**config.mk**
```make
export PLATFORM = sky130hd
export DESIGN_NAME = bba_free_scan
export DESIGN_NICKNAME = d
export VERILOG_FILES = /design/src/sv/bba_free_scan.sv
export SDC_FILE = /design/constraint.sdc
export NUM_CORES = 1
export LEC_CHECK = 0
export BUFFER_PORTS_ARGS = -buffer_cell sky130_fd_sc_hd__buf_2
export CORE_AREA = 2 2 39 41
export DETAILED_ROUTE_END_ITERATION = 10
export DIE_AREA = 0 0 41 43
export PLACE_DENSITY = 0.73
export RECOVER_POWER = 25
export SLEW_MARGIN = 0
export SYNTH_ARGS = -nofsm -noshare
export SYNTH_HDL_FRONTEND = slang
export SYNTH_SLANG_ARGS = --single-unit
export TNS_END_PERCENT = 30
```
**constraint.sdc**
```tcl
create_clock -name vclk -period 2.01
set_clock_uncertainty 0.05 [all_clocks]
set_input_delay 0.201 -clock vclk [all_inputs]
set_output_delay 0.201 -clock vclk [all_outputs]
set_load 0.02 [all_outputs]
```
**src/sv/bba_free_scan.sv**
```systemverilog
// ----------------------------------------------------------------------------
// Free bit scanner
// Finds the lowest set bit of a candidate word of free blocks.
// ----------------------------------------------------------------------------
module bba_free_scan #(
  parameter int WB = 32,
  parameter int WL = 5
) (
  input  logic [WB-1:0] cand,
  output logic          hit,
  output logic [WL-1:0] pos
);

  always_comb begin
    pos = '0;
    for (int i = WB - 1; i >= 0; i--) begin
      if (cand[i]) begin
        pos = WL'(i);
      end
    end
  end

  assign hit = |cand;

endmodule

```
# Word-level counts from Yosys, hierarchy flattened
# Cells that the tools add are included.
# W data, S select, Z words.
# totals
ram_bits	0
register_bits	0
rom_bits	0
n_memories	0
out_inout_bits	6
latchBits	0
wordCells	33
# classes
order_cmp	0
mul	0
div	0
n_mux	32
reduce_logical	1
shift	0
n_addsub	0
n_bitwise	0
n_eq_ne	0
# op_table
cell	count
$mux W5	32
$reduce_or A32 Y1	1

# Logic depth before layout (Yosys ltp)
# depth
depth_word	32
mapped_depth	5
depth_no_buf	5

# Least setup slack after synthesis
# No wires, ideal clock.
# synth_path
kind	input port to output port
from	in cand[30]
to	out pos[0]
cell_stages	5
t_arrival_ns	1.353
t_required_ns	1.759
slack_ns	0.406
path_buffers	0
path_cell_list	nor3b_1 nor3_1 o31ai_1 o2111ai_1 a221oi_1
# synth_between
elab_chain_len	31
# synth_rtl
item	line_no	rtl
start, declared	9	input logic [WB-1:0] cand,
$mux W5 (31 in series)	17	if (cand[i]) begin
end, declared	11	output logic [WL-1:0] pos
# No other way between the ends.

# Worst setup path after layout
# layout_path
from	in cand[19]
to	out pos[3]
# layout_between
elab_chain_len	20
# layout_rtl
item	line_no
$mux W5 (20 in series)	17
# No other way between the ends.

==> summary.md <==
| Metric | Value |
|---|---|
| Area Growth Syn to Fin | `54.2%` |
| CTS hold repair buffers | `0` |
| Most frequent cells in the layout | `37 x buf_2, 10 x nor2_1, 7 x nor4_1, 7 x a21oi_1, 6 x inv_1` |
| Cell Chain, Critical Path | `buf_2 -> or4_4 -> nor2_1 -> nand2_1 -> a21oi_1 -> clkbuf_1` |
| Critical Path Slowest Stage Cell | `or4_4` |
| Post-Place Cells | `119` |
| Worst Setup Start Kind | `input port` |
| Final nets | `137` |
| N_diodes | `0` |
| Num sequential | `0` |
| Drt pass-1 iters | `4` |
| Finished Layout Cells | `119` |
| Setup TNS | `0 ns` |
| Core box area | `0.00138 mm²` |
| Layout clock buffer count | `0` |
| Rows | `14` |
| RSZ-0062 raised after global routing | `no` |
| Post-synth cell types | `24` |
| Hold_sp | `cand[0]` |
| HP Class | `input port to primary output` |
| Vias | `630` |
| Dpl cell area | `596 µm²` |
| Critical Path End Type | `primary output` |
| Finished Core Util | `0.429` |
| Vert. Die Dim | `43 µm` |
| Required time worst endpoint | `1.76 ns` |
| First-pass GRT wire length | `1810 µm` |
| Slew @ Worst Pin | `0.527 ns` |
| Crit path depth | `6` |
| GP Congestion | `0.816` |
| Register Area | `0 µm²` |
| Post-route clock period utilization | `0.829` |
| Status | `finished, final reports clean` |
| Total Die Area | `0.00176 mm²` |
| Yosys top cell by area | `nor4_1` |
| Vias in the first global route | `486` |
| Share of layout cells above drive strength 1 | `0.408` |
| Max-Cap Viols | `0` |
| Finished Cell Area | `594 µm²` |
| GRT Overall Usage | `0.135` |
| ANT nets after route | `0` |
| Post-synth top area share | `0.114` |
| Post-DP HPWL | `1120 µm` |
| Leakage Power | `0.000267 µW` |
| Syn Inst Count | `65` |
| Tmin final | `1.67 ns` |
| Mean number of vias per cell | `5.29` |
| Post-synthesis sequential area ratio | `0` |
| Pwr/cell area | `154 mW/mm²` |
| Port bufs | `38` |
| # resized after CTS | `0` |
| GRT overflow | `0` |
| Avg Cell Area, Syn | `5.93 µm²` |
| Max IR drop VDD | `69.1 µV` |
| Most common cell after layout, fill and taps aside | `buf_2` |
| # setup viols final | `0` |
| Slew headroom | `0.646` |
| Worst Path Buf+Inv | `2` |
| Final hold violations | `0` |
| Starting DRT DRC Count | `18` |
| CP delay by family, top | `simple AND/OR/NAND/NOR gates` |
| FMAX | `600 MHz` |
| DRT Wirelength | `1250 µm` |
| Synthesis Warnings | `0` |
| Post-CTS Setup Inserts | `0` |
| CP Max Fanout | `4` |
| Arrival time at the worst endpoint | `1.42 ns` |
| Largest net degree at the start of global routing | `6` |
| Crit path largest cell delay | `0.55 ns` |
| WHS Endpoint | `pos[0]` |
| Cell area after synthesis | `385 µm²` |
| Hold Path Depth | `3` |
| Starting Density | `0.278` |
| WL/cell | `10.5 µm` |
| Drc violations | `0` |
| Antenna violations before repair | `0` |
| Top cells by area, synth | `nor4_1 11%, nor2_1 9.7%, a21oi_1 9.1%` |
| Die width | `41 µm` |
| Critical path class | `input port to primary output` |
| Synthesized Nets | `97` |
| Total power | `91.4 µW` |
| Number of I/O pins | `38` |
| Max-slew violations | `0` |
[logic make-up after synthesis]
| logic type | count (synthesis) | synth area share |
|---|---|---|
| AO/OA/AOI/OAI | 22 | 0.386 |
| buffers and inverters | 6 | 0.0584 |
| AND/OR/NAND/NOR | 37 | 0.555 |
[cell usage after synthesis (all sizes together)]
cell type  number
a2111oi         2
a211oi          1
a21boi          1
a21o            1
a21oi           7
a221oi          1
and2            1
inv             6
nand2           3
nand3           1
nand4           1
nor2           10
nor2b           1
nor3            7
nor3b           2
nor4            7
o2111ai         1
o21a            1
o21ai           3
o31ai           4
or4             4
[layout make-up]
type	count	area, µm²
fill	143	790
inverter	6	22.5
multi-input combinational	59	363
tap	16	20.0
timing repair buffer	38	189
[power breakdown]
group	internal, µW	switching [µW]
clock	0	0
sequential	0	0
combinational	41.3	50.1
[worst min-delay path, stage by stage]
cell,delay [ns]
buf_2,0.10
a221oi_1,0.04
buf_2,0.15
[through the flow]
stage | setup WS [ns] | hold slack [ns]
after floorplan | 0.406 | 0.434
after CTS | 0.341 | 0.647
final | 0.343 | 0.646
after global placement | 0.349 | 0.645
after global routing | 0.222 | 0.654
after detailed placement | 0.346 | 0.648
[how the worst max path moves through the flow]
| stage | startpoint | to |
|---|---|---|
| after floorplan | cand[30] | pos[0] |
| after global placement | cand[19] | pos[2] |
| after detailed placement | cand[19] | pos[2] |
| after CTS | cand[19] | pos[2] |
| after global routing | cand[30] | pos[0] |
| final | cand[19] | pos[3] |
[layer usage]
layer  GRT usage  wire [µm]  part of all wire  vias up
met1       0.196        570              0.46      269
met3     0.00524        110             0.088        0
met4      0.0133          0                 0        0
met5           0          0                 0        -
li1            -          -                 -      336
met2       0.219        569              0.45       25
(Power assumes the default switching activity.)
