--- config.mk ---
export PLATFORM = sky130hd
export DESIGN_NAME = bba_bitmap_mem
export DESIGN_NICKNAME = d
export VERILOG_FILES = /design/src/sv/bba_bitmap_mem.sv
export SDC_FILE = /design/constraint.sdc
export NUM_CORES = 2
export LEC_CHECK = 0
export BUFFER_PORTS_ARGS = -buffer_cell sky130_fd_sc_hd__buf_2
export CAP_MARGIN = 10
export CORE_MARGIN = 2
export CORE_UTILIZATION = 41
export CTS_CLUSTER_SIZE = 14
export DETAILED_ROUTE_END_ITERATION = 8
export PLACE_DENSITY_LB_ADDON = 0.05
export SYNTH_ARGS = -nofsm -noshare
export SYNTH_HDL_FRONTEND = slang
export SYNTH_SLANG_ARGS = --single-unit
--- constraint.sdc ---
create_clock -name clk -period 4 [get_ports clk]
set_input_delay 0 -clock clk [delete_from_list [all_inputs] [get_ports clk]]
set_output_delay 0 -clock clk [all_outputs]
set_load 0.005 [all_outputs]
--- src/sv/bba_bitmap_mem.sv ---
// ----------------------------------------------------------------------------
// Bitmap memory
// Simple dual-port synchronous RAM with one write and one registered read.
// ----------------------------------------------------------------------------
module bba_bitmap_mem #(
  parameter int WORDS = 128,
  parameter int DW    = 32,
  parameter int AW    = 7
) (
  input  logic          clk,
  input  logic          we,
  input  logic [AW-1:0] waddr,
  input  logic [DW-1:0] wdata,
  input  logic [AW-1:0] raddr,
  output logic [DW-1:0] rdata
);

  logic [DW-1:0] mem [WORDS];

  always_ff @(posedge clk) begin
    if (we) begin
      mem[waddr] <= wdata;
    end
    rdata <= mem[raddr];
  end

endmodule

After elaboration in Yosys (flattened, before gate mapping)
Memories as Yosys holds them, arrays and structs flattened. A register that Yosys moved wholly into a read port is not among the register bits.
Cells that the tools add are included.
{"block": "word_totals", "regBits": 0, "latch_bits": 0, "ram_bits": 4096, "romBits": 0, "inputBits": 48, "output_inout_bits": 32, "elab_cells": 3, "n_memories": 1}
{"name": "mem", "words": 128, "width": 32, "read_ports": 1, "rd_ports_with_merged_regs": 1, "write_ports": 1, "line": "18", "source": "logic [DW-1:0] mem [WORDS];"}
{"block": "classes", "add_sub_neg": 0, "multipliers": 0, "div_mod_pow": 0, "order_cmp": 0, "eq_ne": 0, "n_shift": 0, "muxes": 2, "n_bitwise": 0, "reduce_logical": 0}
{"op": "$mux W1", "count": 2}

Logic depth before layout (Yosys ltp)
{"block": "logic_depth", "word_depth": 2, "depth_mapped": 8, "mapped_depth_nobuf": 4}

Least setup slack after synthesis
OpenSTA, ideal clock, no wires.
{"block": "synth_path", "path_type": "input port to flip-flop", "start": "input we", "end": "memory mem[98][0] (enable)", "setup_ns": 0.461, "arrival_time_ns": 2.778, "required_ns": 3.539, "setup_slack_ns": 0.761, "path_stages": 3, "path_buffers": 1, "path_cell_list": "clkbuf_1 > nand4_1 > nor3_1"}
{"block": "synth_between", "elab_chain_cells": 2}
{"element": "from (decl)", "line": "11", "source": "input logic we,"}
{"element": "$mux W1", "line": "21", "source": "if (we) begin"}
{"element": "$mux W1 (not written as such)", "line": "22", "source": "mem[waddr] <= wdata;"}
{"element": "to (decl)", "line": "18"}
Every way passes these cells.

==> impl_results.md <==
* Worst path buffer plus inverter count at 1
* Peak supply drop at 0.000376 V
* Initial Utilization at 41.2%
* Layout net count at 6719
* Final Util at 48.2%
* Worst-margin pin slew at 1.18 ns
* R2r startpoint: mem[47][11]$_DFFE_PP_
* Power per Cell Area at 521 nW/um2
* CP arrival at 4.13 ns
* Ys Warns at 0
* Type of the most critical hold path: input pin to flip-flop
* CTS buffer count at 447
* Max Slew Vio Count at 0
* Gr usage total at 24.6%
* Crit-path slowest cell: mux4_2
* DRC errors left at 0
* Vias at 72700
* Post-Route WL at 477000 um
* Post-route ant nets at 0
* Clock Tree Buf Depth at 4
* CTS tree: done
* Slowest stage delay, CP at 0.73 ns
* Sink Count at 4128
* Die area at 386000 um2
* Crit-path cells: mux4_2, mux4_2, mux4_2, mux2_2, dlygate4sd3_1
* Largest net degree at the start of global routing at 98
* DR pass1 iterations at 5
* Clock slew at reported path FFs at 0.06 ns
* Maximum clock rate at 306 MHz
* Setup TNS at 0 ns
* Global-route wire length before repair at 646000 um
* Die height at 621 um
* Worst Path Max Fanout at 4
* Fill count at 30400
* Register Area at 124000 um2
* Worst EP required at 4.86 ns
* Avg Inst Size Synth at 26.1 um2
* Static leakage at 56.3 nW
* Final setup viols at 0
* Status: complete, no violations
* Hold path depth at 2
* Distinct cells, synth at 17
* Post-CTS Setup Repair Bufs at 0
* CTS Root Cell: clkbuf_16
* Core Area at 379000 um2
* Vias in the first global route at 74000
* Unrepaired setup endpoints after global routing: false
* Row Count at 226
* Synthesized instance count at 5990
* Tcrit/Tclk final at 81.8%
* Post-DP HPWL at 276000 um
* Worst reg2reg path depth at 5
* Final hold violation count at 0
* Min cycle time layout at 3.27 ns
* Max_slew headroom at 21.2%
* Commonest non-fill, non-tap cell in the layout: edfxtp_1
* Max-cap viol count at 0
* Die width at 621 um
* Port buffer count at 79
* Vias per inst at 5.98
* CP Launch Type: flip-flop
* Crit Path Category: flip-flop to flip-flop
* Inst Count DP at 11200
* Top cell by count, worst path: mux4_2
* FF+latch count, synth at 4128
* Gpl congestion at 0.789
* Sequential area share after synthesis at 79.1%
* Most frequent cells in the layout: 4096 x edfxtp_1, 1344 x mux4_2, 453 x clkbuf_16
* Crit-path leading delay family: multiplexers
* Routed len/inst at 39.2 um
* FF-to-FF setup slack at 0.73 ns
* Finished Layout Cells at 12200
* Syn nets at 6038
* DR iter-0 viols at 9622
* # IOs at 80
* H-tree depth at 5
* P&R area growth vs syn at 16.9%
* Initial antenna violation count at 103
* Setup crit end kind: flip-flop
* Post-Syn Area at 156000 um2
* Reg2Reg Capture Point: rdata[11]$_DFF_P_
* Layout cells sized above 1 at 37.6%
* Hold EP: mem[2][2]$_DFFE_PP_
* Clk_lat worst skew at 1.00 ns
* GRT overflow at 0
* Setup Skew at 0.0482 ns
* Area of the multi-input gates at 32300 um2
* Hold_sp: wdata[2]
==> worst max-delay path by stage <==
stage / from / endpoint / slack (ns) / depth (start not counted)
finish: mem[47][11]$_DFFE_PP_ / rdata[11]$_DFF_P_ / 0.73 / 5
global route: mem[63][11]$_DFFE_PP_ / rdata[11]$_DFF_P_ / 0.65 / 5
CTS: mem[47][11]$_DFFE_PP_ / rdata[11]$_DFF_P_ / 0.73 / 5
detailed placement: raddr[0] / rdata[31]$_DFF_P_ / 0.40 / 8
global placement: raddr[0] / rdata[31]$_DFF_P_ / 0.37 / 8
floorplan: we / mem[98][0]$_DFFE_PP_ / 0.76 / 3
==> stage by stage <==
stage               power [W]  hold WS [ns]  area (um2)  setup slack [ns]
floorplan              0.0510        0.0989      156000             0.761
global placement       0.0540         0.376      167000             0.368
detailed placement     0.0540         0.391      167000             0.404
CTS                    0.0960       0.00555      183000             0.728
global route           0.0978        0.0518      183000             0.652
finish                 0.0952        0.0621      183000             0.727
==> where the power goes <==
part | switching (W) | leakage (nW) | total [W] | internal [W]
Sequential | 0.000312 | 37.1 | 0.0481 | 0.0478
Combinational | 0.00309 | 11.9 | 0.00500 | 0.00191
Clock | 0.0173 | 7.30 | 0.0421 | 0.0247
Total | 0.0207 | 56.3 | 0.0952 | 0.0744
==> state kept, by name, summed over array words and instances (netlist names) <==
register,flops
mem,4096
rdata,32
==> synth_stat cells, drive strengths merged <==
master | instances | area share (%)
buf | 134 | 0.40
clkbuf | 182 | 0.44
dfxtp | 32 | 0.41
edfxtp | 4096 | 79
mux2 | 32 | 0.23
mux4 | 1344 | 19
nand2 | 14 | 0.034
nand2b | 2 | 0.0080
nand3 | 12 | 0.038
nand4 | 3 | 0.012
nor2 | 122 | 0.29
nor2b | 7 | 0.028
nor3 | 9 | 0.029
or3 | 1 | 0.0040
==> logic make-up after synthesis <==
| kind of cell | synth area share [%] |
|---|---|
| simple gates | 0.446 |
| buf+inv | 0.839 |
| mux | 19.6 |
| flops | 79.1 |
==> area by class of cell <==
class / count / share of cell area [%]
multi-input combinational: 1546 / 17.7
clock inverter: 287 / 1.69
sequential: 4128 / 67.7
clock buffer: 545 / 6.47
timing repair buffer: 548 / 2.95
tap: 5016 / 3.43
antenna: 93 / 0.127
==> routing by layer <==
| layer | GRT usage (%) | vias up | part of all wire, % |
|---|---|---|---|
| li1 | - | 28000 | - |
| met1 | 35.4 | 41500 | 43 |
| met2 | 39.2 | 2688 | 48 |
| met3 | 4.48 | 518 | 7.0 |
| met4 | 6.14 | 16 | 2.2 |
| met5 | 0 | - | 0.021 |
==> repair_timing <==
| item | in CTS | in global routing |
|---|---|---|
| endpoints found under the hold margin | 3445 | 0 |
| gates resized for setup | 0 | 0 |
| hold buffers | 52 | 0 |
Note: power is estimated with default switching activity, not from simulation.
